$ cat config.mk
export PLATFORM = sky130hd
export DESIGN_NAME = packet_hold_dedupe_queue
export DESIGN_NICKNAME = d
export VERILOG_FILES = /design/src/sv/phdq_pkg.sv /design/src/sv/packet_hold_dedupe_queue.sv
export SDC_FILE = /design/constraint.sdc
export NUM_CORES = 2
export LEC_CHECK = 0
export ABC_CLOCK_PERIOD_IN_PS = 14400
export BUFFER_PORTS_ARGS = -buffer_cell sky130_fd_sc_hd__clkbuf_2
export CORE_UTILIZATION = 30
export DETAILED_ROUTE_END_ITERATION = 12
export SLEW_MARGIN = 20
export SYNTH_ARGS = -nofsm -noshare
export SYNTH_HDL_FRONTEND = slang
export SYNTH_SLANG_ARGS = --single-unit
$ cat constraint.sdc
create_clock -name clk -period 14.4 [get_ports clk]
set_clock_uncertainty 0.1 [all_clocks]
set_input_delay 1.44 -clock clk [delete_from_list [all_inputs] [get_ports clk]]
set_output_delay 1.44 -clock clk [all_outputs]
set_load 0.02 [all_outputs]
$ cat src/sv/phdq_pkg.sv
// package for the packet hold and duplicate filter queue
// word types, reject causes, entry status codes and register indexes; no dependencies
package phdq_pkg;

    typedef struct packed {
        logic        opcode;
        logic [31:0] packet_hash;
        logic        packet_valid;
        logic        routed_ok;
        logic        path_used;
        logic [9:0]  advance_ms;
    } in_word_t;

    typedef struct packed {
        logic [31:0] entry_number;
        logic        accepted;
        logic [2:0]  reject_cause;
        logic [31:0] age_ms;
        logic        last;
    } out_word_t;

    localparam logic OP_PACKET = 1'b0;
    localparam logic OP_TICK   = 1'b1;

    localparam logic [2:0] CAUSE_NONE      = 3'd0;
    localparam logic [2:0] CAUSE_DUP       = 3'd1;
    localparam logic [2:0] CAUSE_AGE       = 3'd2;
    localparam logic [2:0] CAUSE_DIRECT    = 3'd3;
    localparam logic [2:0] CAUSE_NONROUTED = 3'd4;
    localparam logic [2:0] CAUSE_INVALID   = 3'd5;
    localparam logic [2:0] CAUSE_FULL      = 3'd6;

    localparam logic [1:0] ST_PENDING  = 2'd0;
    localparam logic [1:0] ST_ACCEPTED = 2'd1;
    localparam logic [1:0] ST_REJECTED = 2'd2;

    localparam logic [2:0] REG_HOLD_TIME  = 3'd0;
    localparam logic [2:0] REG_MAX_ACCEPT = 3'd1;
    localparam logic [2:0] REG_MAX_KEEP   = 3'd2;
    localparam logic [2:0] REG_DEDUPE_WIN = 3'd3;
    localparam logic [2:0] REG_DIRECT     = 3'd4;

    localparam logic [31:0] MAX_ACCEPT_RESET = 32'd5000;
    localparam logic [31:0] MAX_KEEP_RESET   = 32'd60000;
    localparam logic [31:0] DEDUPE_RESET     = 32'd30000;

    localparam logic [9:0]  STEP_MS = 10'd100;
    localparam logic [31:0] AGE_MAX = 32'hFFFF_FFFF;

endpackage

$ cat src/sv/packet_hold_dedupe_queue.sv
// Packet hold and duplicate filter queue. Recent packets sit in a FIFO held in one
// synchronous memory (one read port, one write port, registered read data). A valid
// packet word appends an entry and runs an update pass (an invalid one, or one that
// finds the queue full, gets a single reject); a tick word ages all entries in steps
// of at most 100 ms with one update pass per step. An update pass drops stale head
// entries and then visits every entry, with a write for each decision; a pending
// entry that reaches the duplicate check scans the queue. A stalled output holds the
// pass at its next decision. One word is handled at a time; results leave through
// an output register, the last one flagged with last.
// depends on phdq_pkg
module packet_hold_dedupe_queue #(
    parameter int QUEUE_DEPTH = 16,
    parameter int HASH_BITS   = 32
) (
    input  logic                 clk,
    input  logic                 rst_n,
    input  logic                 in_valid,
    output logic                 in_ready,
    input  phdq_pkg::in_word_t   in_data,
    output logic                 out_valid,
    input  logic                 out_ready,
    output phdq_pkg::out_word_t  out_data,
    input  logic                 cfg_valid,
    output logic                 cfg_ready,
    input  logic [2:0]           cfg_index,
    input  logic [31:0]          cfg_data
);
    import phdq_pkg::*;

    localparam int IW = (QUEUE_DEPTH > 1) ? $clog2(QUEUE_DEPTH) : 1;
    localparam int CW = $clog2(QUEUE_DEPTH + 1);
    localparam logic [CW-1:0] DEPTH_C = CW'(QUEUE_DEPTH);

    typedef struct packed {
        logic [HASH_BITS-1:0] hash;
        logic [31:0]          number;
        logic [31:0]          age;
        logic [1:0]           status;
        logic                 routed;
        logic                 path_used;
    } entry_t;

    typedef enum logic [11:0] {
        S_IDLE     = 12'b0000_0000_0001,
        S_TICK     = 12'b0000_0000_0010,
        S_AGE_RD   = 12'b0000_0000_0100,
        S_AGE_WR   = 12'b0000_0000_1000,
        S_DROP_RD  = 12'b0000_0001_0000,
        S_DROP_CHK = 12'b0000_0010_0000,
        S_SCAN_RD  = 12'b0000_0100_0000,
        S_SCAN_CHK = 12'b0000_1000_0000,
        S_DUP_RD   = 12'b0001_0000_0000,
        S_DUP_CHK  = 12'b0010_0000_0000,
        S_DEC_WR   = 12'b0100_0000_0000,
        S_FLUSH    = 12'b1000_0000_0000
    } state_t;

    entry_t mem [QUEUE_DEPTH];
    entry_t rd_data_reg;

    state_t         state_reg, state_next;
    logic [IW-1:0]  head_reg, head_next;
    logic [CW-1:0]  count_reg, count_next;
    logic [31:0]    arrival_reg, arrival_next;
    logic [CW-1:0]  pos_reg, pos_next;
    logic [CW-1:0]  dpos_reg, dpos_next;
    logic [9:0]     adv_reg, adv_next;
    logic [9:0]     add_reg, add_next;
    logic           tick_reg, tick_next;
    entry_t         cur_reg, cur_next;
    logic [2:0]     cause_reg, cause_next;
    out_word_t      held_reg, held_next;
    logic           held_valid_reg, held_valid_next;
    out_word_t      out_reg, out_next;
    logic           out_valid_reg, out_valid_next;

    logic [31:0] hold_reg, accept_reg, keep_reg, window_reg;
    logic        direct_reg;

    logic          rd_en, wr_en;
    logic [IW-1:0] rd_addr, wr_addr;
    entry_t        wr_data;

    logic [IW-1:0]          pos_slot, dpos_slot, tail_slot;
    logic [IW:0]            pos_sum, dpos_sum, tail_sum;
    logic                   out_free;
    logic [32:0]            age_sum;
    logic [HASH_BITS+31:0]  hash_ext;

    // slot of a fifo position, head plus position wrapped at the depth
    assign pos_sum   = (IW+1)'(head_reg) + (IW+1)'(pos_reg);
    assign dpos_sum  = (IW+1)'(head_reg) + (IW+1)'(dpos_reg);
    assign tail_sum  = (IW+1)'(head_reg) + (IW+1)'(count_reg);
    assign pos_slot  = (pos_sum  >= (IW+1)'(QUEUE_DEPTH)) ?
                       IW'(pos_sum  - (IW+1)'(QUEUE_DEPTH)) : IW'(pos_sum);
    assign dpos_slot = (dpos_sum >= (IW+1)'(QUEUE_DEPTH)) ?
                       IW'(dpos_sum - (IW+1)'(QUEUE_DEPTH)) : IW'(dpos_sum);
    assign tail_slot = (tail_sum >= (IW+1)'(QUEUE_DEPTH)) ?
                       IW'(tail_sum - (IW+1)'(QUEUE_DEPTH)) : IW'(tail_sum);

    assign out_free  = !out_valid_reg || out_ready;
    assign age_sum   = {1'b0, rd_data_reg.age} + {23'd0, add_reg};
    assign hash_ext  = {{HASH_BITS{1'b0}}, in_data.packet_hash};

    assign in_ready  = (state_reg == S_IDLE);
    assign cfg_ready = 1'b1;
    assign out_valid = out_valid_reg;
    assign out_data  = out_reg;

    always_ff @(posedge clk)
    begin
        if (wr_en)
        begin
            mem[wr_addr] <= wr_data;
        end
        if (rd_en)
        begin
            rd_data_reg <= mem[rd_addr];
        end
    end

    always_ff @(posedge clk or negedge rst_n)
    begin
        if (!rst_n)
        begin
            hold_reg   <= '0;
            accept_reg <= MAX_ACCEPT_RESET;
            keep_reg   <= MAX_KEEP_RESET;
            window_reg <= DEDUPE_RESET;
            direct_reg <= 1'b0;
        end
        else if (cfg_valid && cfg_ready)
        begin
            case (cfg_index)
                REG_HOLD_TIME:  hold_reg   <= cfg_data;
                REG_MAX_ACCEPT: accept_reg <= cfg_data;
                REG_MAX_KEEP:   keep_reg   <= cfg_data;
                REG_DEDUPE_WIN: window_reg <= cfg_data;
                REG_DIRECT:     direct_reg <= cfg_data[0];
                default:        ;
            endcase
        end
    end

    always_comb
    begin
        state_next      = state_reg;
        head_next       = head_reg;
        count_next      = count_reg;
        arrival_next    = arrival_reg;
        pos_next        = pos_reg;
        dpos_next       = dpos_reg;
        adv_next        = adv_reg;
        add_next        = add_reg;
        tick_next       = tick_reg;
        cur_next        = cur_reg;
        cause_next      = cause_reg;
        held_next       = held_reg;
        held_valid_next = held_valid_reg;
        out_next        = out_reg;
        out_valid_next  = out_valid_reg;
        rd_en           = 1'b0;
        rd_addr         = pos_slot;
        wr_en           = 1'b0;
        wr_addr         = pos_slot;
        wr_data         = rd_data_reg;

        if (out_valid_reg && out_ready)
        begin
            out_valid_next = 1'b0;
        end

        case (state_reg)
            S_IDLE:
            begin
                if (in_valid)
                begin
                    tick_next = (in_data.opcode == OP_TICK);
                    if (in_data.opcode == OP_TICK)
                    begin
                        adv_next   = in_data.advance_ms;
                        state_next = (in_data.advance_ms == '0) ? S_IDLE : S_TICK;
                    end
                    else if (!in_data.packet_valid || count_reg == DEPTH_C)
                    begin
                        held_next.entry_number = '0;
                        held_next.accepted     = 1'b0;
                        held_next.reject_cause = in_data.packet_valid ? CAUSE_FULL
                                                                      : CAUSE_INVALID;
                        held_next.age_ms       = '0;
                        held_next.last         = 1'b0;
                        held_valid_next        = 1'b1;
                        state_next             = S_FLUSH;
                    end
                    else
                    begin
                        wr_en             = 1'b1;
                        wr_addr           = tail_slot;
                        wr_data.hash      = hash_ext[HASH_BITS-1:0];
                        wr_data.number    = arrival_reg;
                        wr_data.age       = '0;
                        wr_data.status    = ST_PENDING;
                        wr_data.routed    = in_data.routed_ok;
                        wr_data.path_used = in_data.path_used;
                        count_next        = count_reg + 1'b1;
                        arrival_next      = arrival_reg + 32'd1;
                        state_next        = S_DROP_RD;
                    end
                end
            end

            S_TICK:
            begin
                add_next   = (adv_reg >= STEP_MS) ? STEP_MS : adv_reg;
                adv_next   = adv_reg - ((adv_reg >= STEP_MS) ? STEP_MS : adv_reg);
                pos_next   = '0;
                state_next = S_AGE_RD;
            end

            S_AGE_RD:
            begin
                if (pos_reg == count_reg)
                begin
                    state_next = S_DROP_RD;
                end
                else
                begin
                    rd_en      = 1'b1;
                    state_next = S_AGE_WR;
                end
            end

            S_AGE_WR:
            begin
                wr_en       = 1'b1;
                wr_data.age = age_sum[32] ? AGE_MAX : age_sum[31:0];
                pos_next    = pos_reg + 1'b1;
                state_next  = S_AGE_RD;
            end

            S_DROP_RD:
            begin
                pos_next = '0;
                if (count_reg == '0)
                begin
                    state_next = S_SCAN_RD;
                end
                else
                begin
                    rd_en      = 1'b1;
                    rd_addr    = head_reg;
                    state_next = S_DROP_CHK;
                end
            end

            S_DROP_CHK:
            begin
                if (rd_data_reg.age >= keep_reg)
                begin
                    head_next  = (head_reg == IW'(QUEUE_DEPTH - 1)) ? '0 : head_reg + 1'b1;
                    count_next = count_reg - 1'b1;
                    state_next = S_DROP_RD;
                end
                else
                begin
                    state_next = S_SCAN_RD;
                end
            end

            S_SCAN_RD:
            begin
                if (pos_reg == count_reg)
                begin
                    state_next = (tick_reg && adv_reg != '0) ? S_TICK : S_FLUSH;
                end
                else
                begin
                    rd_en      = 1'b1;
                    state_next = S_SCAN_CHK;
                end
            end

            S_SCAN_CHK:
            begin
                cur_next = rd_data_reg;
                if (rd_data_reg.status != ST_PENDING)
                begin
                    pos_next   = pos_reg + 1'b1;
                    state_next = S_SCAN_RD;
                end
                else if (!rd_data_reg.routed)
                begin
                    cause_next = CAUSE_NONROUTED;
                    state_next = S_DEC_WR;
                end
                else if (hold_reg != '0 && rd_data_reg.age <= hold_reg)
                begin
                    pos_next   = pos_reg + 1'b1;
                    state_next = S_SCAN_RD;
                end
                else if (rd_data_reg.age >= accept_reg)
                begin
                    cause_next = CAUSE_AGE;
                    state_next = S_DEC_WR;
                end
                else if (rd_data_reg.path_used && direct_reg)
                begin
                    cause_next = CAUSE_DIRECT;
                    state_next = S_DEC_WR;
                end
                else
                begin
                    dpos_next  = '0;
                    state_next = S_DUP_RD;
                end
            end

            S_DUP_RD:
            begin
                if (dpos_reg == count_reg)
                begin
                    cause_next = CAUSE_NONE;
                    state_next = S_DEC_WR;
                end
                else if (dpos_reg == pos_reg)
                begin
                    dpos_next = dpos_reg + 1'b1;
                end
                else
                begin
                    rd_en      = 1'b1;
                    rd_addr    = dpos_slot;
                    state_next = S_DUP_CHK;
                end
            end

            S_DUP_CHK:
            begin
                if (rd_data_reg.hash == cur_reg.hash && rd_data_reg.status != ST_REJECTED &&
                    rd_data_reg.age < window_reg)
                begin
                    cause_next = CAUSE_DUP;
                    state_next = S_DEC_WR;
                end
                else
                begin
                    dpos_next  = dpos_reg + 1'b1;
                    state_next = S_DUP_RD;
                end
            end

            S_DEC_WR:
            begin
                // the previous result goes out only once a newer one shows it was not last
                if (!held_valid_reg || out_free)
                begin
                    if (held_valid_reg)
                    begin
                        out_next       = held_reg;
                        out_valid_next = 1'b1;
                    end
                    wr_en                  = 1'b1;
                    wr_data                = cur_reg;
                    wr_data.status         = (cause_reg == CAUSE_NONE) ? ST_ACCEPTED
                                                                       : ST_REJECTED;
                    held_next.entry_number = cur_reg.number;
                    held_next.accepted     = (cause_reg == CAUSE_NONE);
                    held_next.reject_cause = cause_reg;
                    held_next.age_ms       = cur_reg.age;
                    held_next.last         = 1'b0;
                    held_valid_next        = 1'b1;
                    pos_next               = pos_reg + 1'b1;
                    state_next             = S_SCAN_RD;
                end
            end

            S_FLUSH:
            begin
                if (!held_valid_reg)
                begin
                    state_next = S_IDLE;
                end
                else if (out_free)
                begin
                    out_next        = held_reg;
                    out_next.last   = 1'b1;
                    out_valid_next  = 1'b1;
                    held_valid_next = 1'b0;
                    state_next      = S_IDLE;
                end
            end

            default:
            begin
                state_next = S_IDLE;
            end
        endcase
    end

    always_ff @(posedge clk or negedge rst_n)
    begin
        if (!rst_n)
        begin
            state_reg      <= S_IDLE;
            head_reg       <= '0;
            count_reg      <= '0;
            arrival_reg    <= '0;
            pos_reg        <= '0;
            dpos_reg       <= '0;
            adv_reg        <= '0;
            tick_reg       <= 1'b0;
            held_valid_reg <= 1'b0;
            out_valid_reg  <= 1'b0;
        end
        else
        begin
            state_reg      <= state_next;
            head_reg       <= head_next;
            count_reg      <= count_next;
            arrival_reg    <= arrival_next;
            pos_reg        <= pos_next;
            dpos_reg       <= dpos_next;
            adv_reg        <= adv_next;
            tick_reg       <= tick_next;
            held_valid_reg <= held_valid_next;
            out_valid_reg  <= out_valid_next;
        end
    end

    always_ff @(posedge clk)
    begin
        add_reg   <= add_next;
        cur_reg   <= cur_next;
        cause_reg <= cause_next;
        held_reg  <= held_next;
        out_reg   <= out_next;
    end

endmodule

; ---- After elaboration in Yosys (flattened, before gate mapping)
; Memory sizes are Yosys's and may differ from the RTL's. A register that Yosys moved wholly into a read port is not among the register bits.
; Index checks and enable logic that the tools add are counted.
; Widths: inputs -> output; s select.
[word_totals]
reg_bits = 454
ramBits = 1600
out_inout_bits = 72
n_memories = 1
[classes]
addsub = 14
order_cmp = 8
eq_ne = 49
muxes = 109
bitwise = 2
reduce_logical = 46
[memory_table]
columns = name, depth, word_bits, rd, rd_ports_with_merged_regs, write_ports, line_no
row1 = mem, 16, 100, 1, 1, 1, packet_hold_dedupe_queue.sv:58  ; entry_t mem [QUEUE_DEPTH];
[op_table]
columns = cell, n
row1 = $mux 69, 8
row2 = $mux 100, 4
row3 = $pmux 69 s2, 2
row4 = $pmux 12 s11, 1
row5 = $pmux 64 s2, 1
row6 = $mux 12, 10
row7 = $pmux 32 s3, 1
row8 = $mux 5, 17
row9 = $mux 11, 6
row10 = $ge 32x32->1, 2
row11 = $mux 4, 11
row12 = $ne 2x2->1 const B, 19
row13 = $add 32x10->33, 1
row14 = $add 32x1->32 const B, 1
row15 = $eq 32x32->1, 1
row16 = $le 32x32->1, 1
row17 = $lt 32x32->1, 1
row18 = $mux 32, 1
row19 = $reduce_bool 32->1, 1
row20 = $mux 10, 3
row21 = $mux 1, 21
row22 = $mux 3, 7
row23 = $pmux 10 s2, 1
row24 = $pmux 5 s4, 1
row25 = 55 further kinds, 106

; ---- Logic depth before layout (Yosys ltp)
[logic_depth]
ltp_word = 8
depth_mapped = 17

; ---- Worst setup path after synthesis
; OpenSTA, ideal clock, no wires.
[synth_timing]
path_kind = register to register
from = reg state_reg[3]
to = reg dpos_reg[2]
setup_time_ps = 120
t_arrival_ps = 10410
t_required_ps = 14180
setup_slack_ps = 3770
stages_incl_launch_ff = 10
n_path_buf = 1
synth_period_minus_slack_ps = 10630
path_cell_list = dfrtp_1 or3_1 buf_2 nor3_1 nand2_1 nor3b_1 nand2_1 o311ai_1 a21oi_1 a41o_1
[synth_between]
elab_chain_len = 3
[synth_lines]
columns = element, line_no
row1 = start: declaration, packet_hold_dedupe_queue.sv:61  ; state_t state_reg, state_next;
row2 = start signal: assignment, packet_hold_dedupe_queue.sv:417  ; state_reg <= state_next;
row3 = $eq 12x10->1 (tied with other cells), packet_hold_dedupe_queue.sv:173  ; case (state_reg)
row4 = $ne 2x2->1 (no source line) or $reduce_bool 3->1 (tied branches), n/a
row5 = $reduce_and 9->1 (no source line), n/a
row6 = end signal: assignment, packet_hold_dedupe_queue.sv:422  ; dpos_reg <= dpos_next;
row7 = end: declaration, packet_hold_dedupe_queue.sv:66  ; logic [CW-1:0] dpos_reg, dpos_next;
; Several ways; a longest one is shown, not always the timed one.
; A chain may end at the register's enable or synchronous reset.

; ---- Final worst setup path
[layout_timing]
from = reg state_reg[9]
to = mem mem[11][73] (netlist name), enable pin
[layout_between]
elab_chain_len = 4
[layout_lines]
columns = element, line_no
row1 = $eq 12x11->1 (tied with other cells), packet_hold_dedupe_queue.sv:173
row2 = $pmux 1 s3, packet_hold_dedupe_queue.sv:173
row3 = $mux 1, packet_hold_dedupe_queue.sv:112  ; if (wr_en)
row4 = $mux 1 (not written as such), packet_hold_dedupe_queue.sv:114  ; mem[wr_addr] <= wr_data;
row5 = end: declaration, packet_hold_dedupe_queue.sv:58
; Several ways; a longest one is shown, not always the timed one.

==> impl_metrics.csv <==
group,metric,value,unit
status,status,"complete, no violations",
drt,wl_per_cell,23.4,um
setup_path,cp_max_fo,43,
floorplan,die_x,541,um
floorplan,fp.dieH,541,um
global_route,grt_pass1_vias,50900,
power,irDropWorstVdd,364,uV
floorplan,core_area,289000,um2
worst_hold_path,min-delay-start,"held_reg[24]",
sta,final-hold-violation-count,0,
placement,port_buffers,156,
global_route,grt-ovfl-total,0,
logic_synthesis,synth-edff-count,1948,
global_route,grt_pass1_wl,349000,um
setup_path,regToRegSetupSlack,7.76,ns
setup_path,startpoint,"state_reg[9]",
drt,drc,0,
logic_synthesis,synth-seq-area-share,72.9,%
sta,slew_headroom,20.9,%
sta,finalSetupTns,0,ns
final_layout,seqCellArea,63700,um2
drt,dr.first_iter.drc_count,5160,
setup_path,slowest_delay,0.87,ns
drt,wl_met3,18200,um
drt,wirelength,239000,um
final_layout,fillers,27500,
logic_synthesis,synth_flop_cell,"edfxtp_1",
sta,rsz0062_at_grt,"false",
placement,placedCellCount,9800,
setup_path,cp_slowest_cell,"nor2_4",
logic_synthesis,netlist_instances,5955,
logic_synthesis,post_synth_instance_area,87300,um2
cts,clock_path_buffers,3,
final_layout,utilization,34.6,%
cts,cts_resized,0,
sta,fmax,0.151,GHz
setup_path,crit_arrival,7.03,ns
logic_synthesis,avgSynthCellArea,14.7,um2
setup_path,critPathLaunchType,"flop",
sta,finalSetupViolations,0,
final_layout,finalNonFillerCells,10200,
final_layout,fin_area,99800,um2
final_layout,drive_gt1_share,12.5,%
drt,met2_length,112000,um
global_route,antenna_found_initial,8,
placement,routabilityCongestion,0.854,
power,cellLeakagePower,35.5,nW
cts,clk_pin_slew_worst_paths,0.06,ns
global_route,track_usage,16.0,%
drt,top_layer,"met5",
setup_path,cp-end-kind,"flop",
sta,min_period,6.64,ns
floorplan,dieArea,293000,um2
logic_synthesis,yosysWarnings,0,
setup_path,cp_common_cell,"buf_4",
setup_path,worstPathCellList,"or4_4 > or2_2 > or4_1 > clkinv_1 > and3_4 > nor2_1 > a21oi_1 > xnor2_1 > nand2_1 > nor2_4 > buf_4 > buf_4",
final_layout,layout.nets,6380,
drt,via_count,51700,
setup_path,crit_required,14.79,ns
placement,place_hpwl,131000,um
sta,tightest_slew,1.19,ns
logic_synthesis,ys_ff_latch,2153,
cts,hold_buffers,0,
flow_run,maxCapViolCount,0,
setup_path,crit-reg2reg-launch,"state_reg[9]",
sta,slew_viol_final,0,
floorplan,start_util,30.2,%
setup_path,r2r-end,"mem[11][73]",
drt,firstDrtPassIters,6,
placement,dpl-instance-area,92800,um2
drt,via_per_inst,5.07,
floorplan,fp-row-count,197,
cts,cts_buffers,211,
cts,post-cts-setup-buffers,0,
final_layout,syn_to_final_growth,14.4,%
cts,cts.htree.levels,4,
setup_path,cp-endpoint,"mem[11][73]",
final_layout,largest_reg_flops,1600,
logic_synthesis,async_reset_ff_share,9.52,%
setup_path,worst_r2r_path_depth,12,
floorplan,pin_count,158,
cts,cts_tree,"built",
final_layout,multi_input_comb_area,22000,um2
setup_path,path_class,"flop to flop",
logic_synthesis,synth_cell_types,81,
cts,clkSinkCount,2153,
worst_hold_path,hold_path_class,"flop to flop",
drt,final_antenna_net_count,0,
cts,cts-root-buf,"clkbuf_16",
sta,fin_crit_sh,46.1,%
power,power_density,216,nW/um2
global_route,grt_max_degree,147,
cts,insertion_delay,0.90,ns
drt,wl_met1,104000,um
[kinds of logic after synthesis]
family	count (synthesis)	share of synthesized area (%)
AND/OR/NAND/NOR	1753	8.92
other	2	0.00860
buffers and inverters	451	2.17
AO/OA/AOI/OAI	985	7.15
adder cells (fa/ha/maj)	159	2.32
XOR/XNOR	105	1.05
multiplexers	347	5.47
flip-flops	2153	72.9
[metal layers]
layer	vias to the layer above	global-route usage, %
li1	22800	-
met1	26500	22.5
met4	8	4.23
met3	316	2.61
met2	2070	25.6
met5	-	0
[through the flow]
stage               hold WS [ns]  total power [mW]  worst slack [ns]
floorplan                  0.300              13.9              3.77
global placement           0.306              16.0              7.65
detailed placement         0.305              16.2              7.63
CTS                        0.295              21.7              7.76
global route               0.301              22.6              7.50
finish                     0.292              21.6              7.76
[report_power, final]
part	total, mW	internal (mW)	switching [mW]
Combinational	6.83	2.02	4.81
Clock	5.51	3.09	2.42
Sequential	9.23	8.88	0.346
[how the worst min path moves through the flow]
stage	slack (ns)	to	cells past startpoint
global placement	0.31	out_data[32]	0
global route	0.30	out_data[24]	0
finish	0.29	out_data[24]	0
CTS	0.29	out_data[24]	0
detailed placement	0.31	out_data[60]	0
floorplan	0.30	out_data[10]	0
[cells in the final DEF (no fill, tap or decap), types with 39 or more instances in the layout]
| cell type | n |
|---|---|
| nor2_1 | 76 |
| xor2_1 | 47 |
| a221o_1 | 111 |
| clkinv_2 | 46 |
| and2_1 | 76 |
| or4_1 | 107 |
| mux2_2 | 39 |
| mux4_2 | 100 |
| inv_1 | 159 |
| xnor2_1 | 58 |
| a21oi_1 | 383 |
| ha_1 | 154 |
| nand4_1 | 43 |
| dfrtp_1 | 185 |
| edfxtp_1 | 1948 |
| clkbuf_16 | 212 |
| o22ai_1 | 106 |
| buf_4 | 83 |
| mux2i_1 | 208 |
| o21ai_0 | 168 |
| a22oi_1 | 79 |
| clkbuf_1 | 44 |
| clkbuf_2 | 155 |
| nand2_1 | 1233 |
[synthesized netlist by cell type, types with 39 or more instances]
cell / instances / area (um2)
edfxtp_1: 1948 / 58500
nand2_1: 1234 / 4630
a21oi_1: 383 / 1920
mux2i_1: 208 / 2080
dfrtp_1: 185 / 4630
clkbuf_1: 182 / 683
o21ai_0: 172 / 861
inv_1: 159 / 597
ha_1: 154 / 1930
a221o_1: 112 / 1120
or4_1: 107 / 803
o22ai_1: 106 / 663
mux4_2: 100 / 2250
nor2_1: 96 / 360
a22oi_1: 79 / 593
and2_1: 76 / 475
xnor2_1: 58 / 508
buf_2: 49 / 245
xor2_1: 47 / 412
nand4_1: 43 / 269
mux2_2: 39 / 439
[layout make-up]
class,instances,share of cell area (%)
multi-input combinational,3354,22.1
inverter,161,0.605
tap,3880,4.86
sequential,2153,63.8
clock inverter,122,1.32
antenna,1,0.00251
clock buffer,270,5.67
timing repair buffer,254,1.70
[worst max-delay path, delay by kind of cell (launching register included)]
kind	cells	cell delay (ns)
compound gates	1	0.28
buf+inv	3	1.70
xor+xnor	1	0.19
flops	1	0.48
simple gates	7	3.39
(Power assumes the default switching activity.)
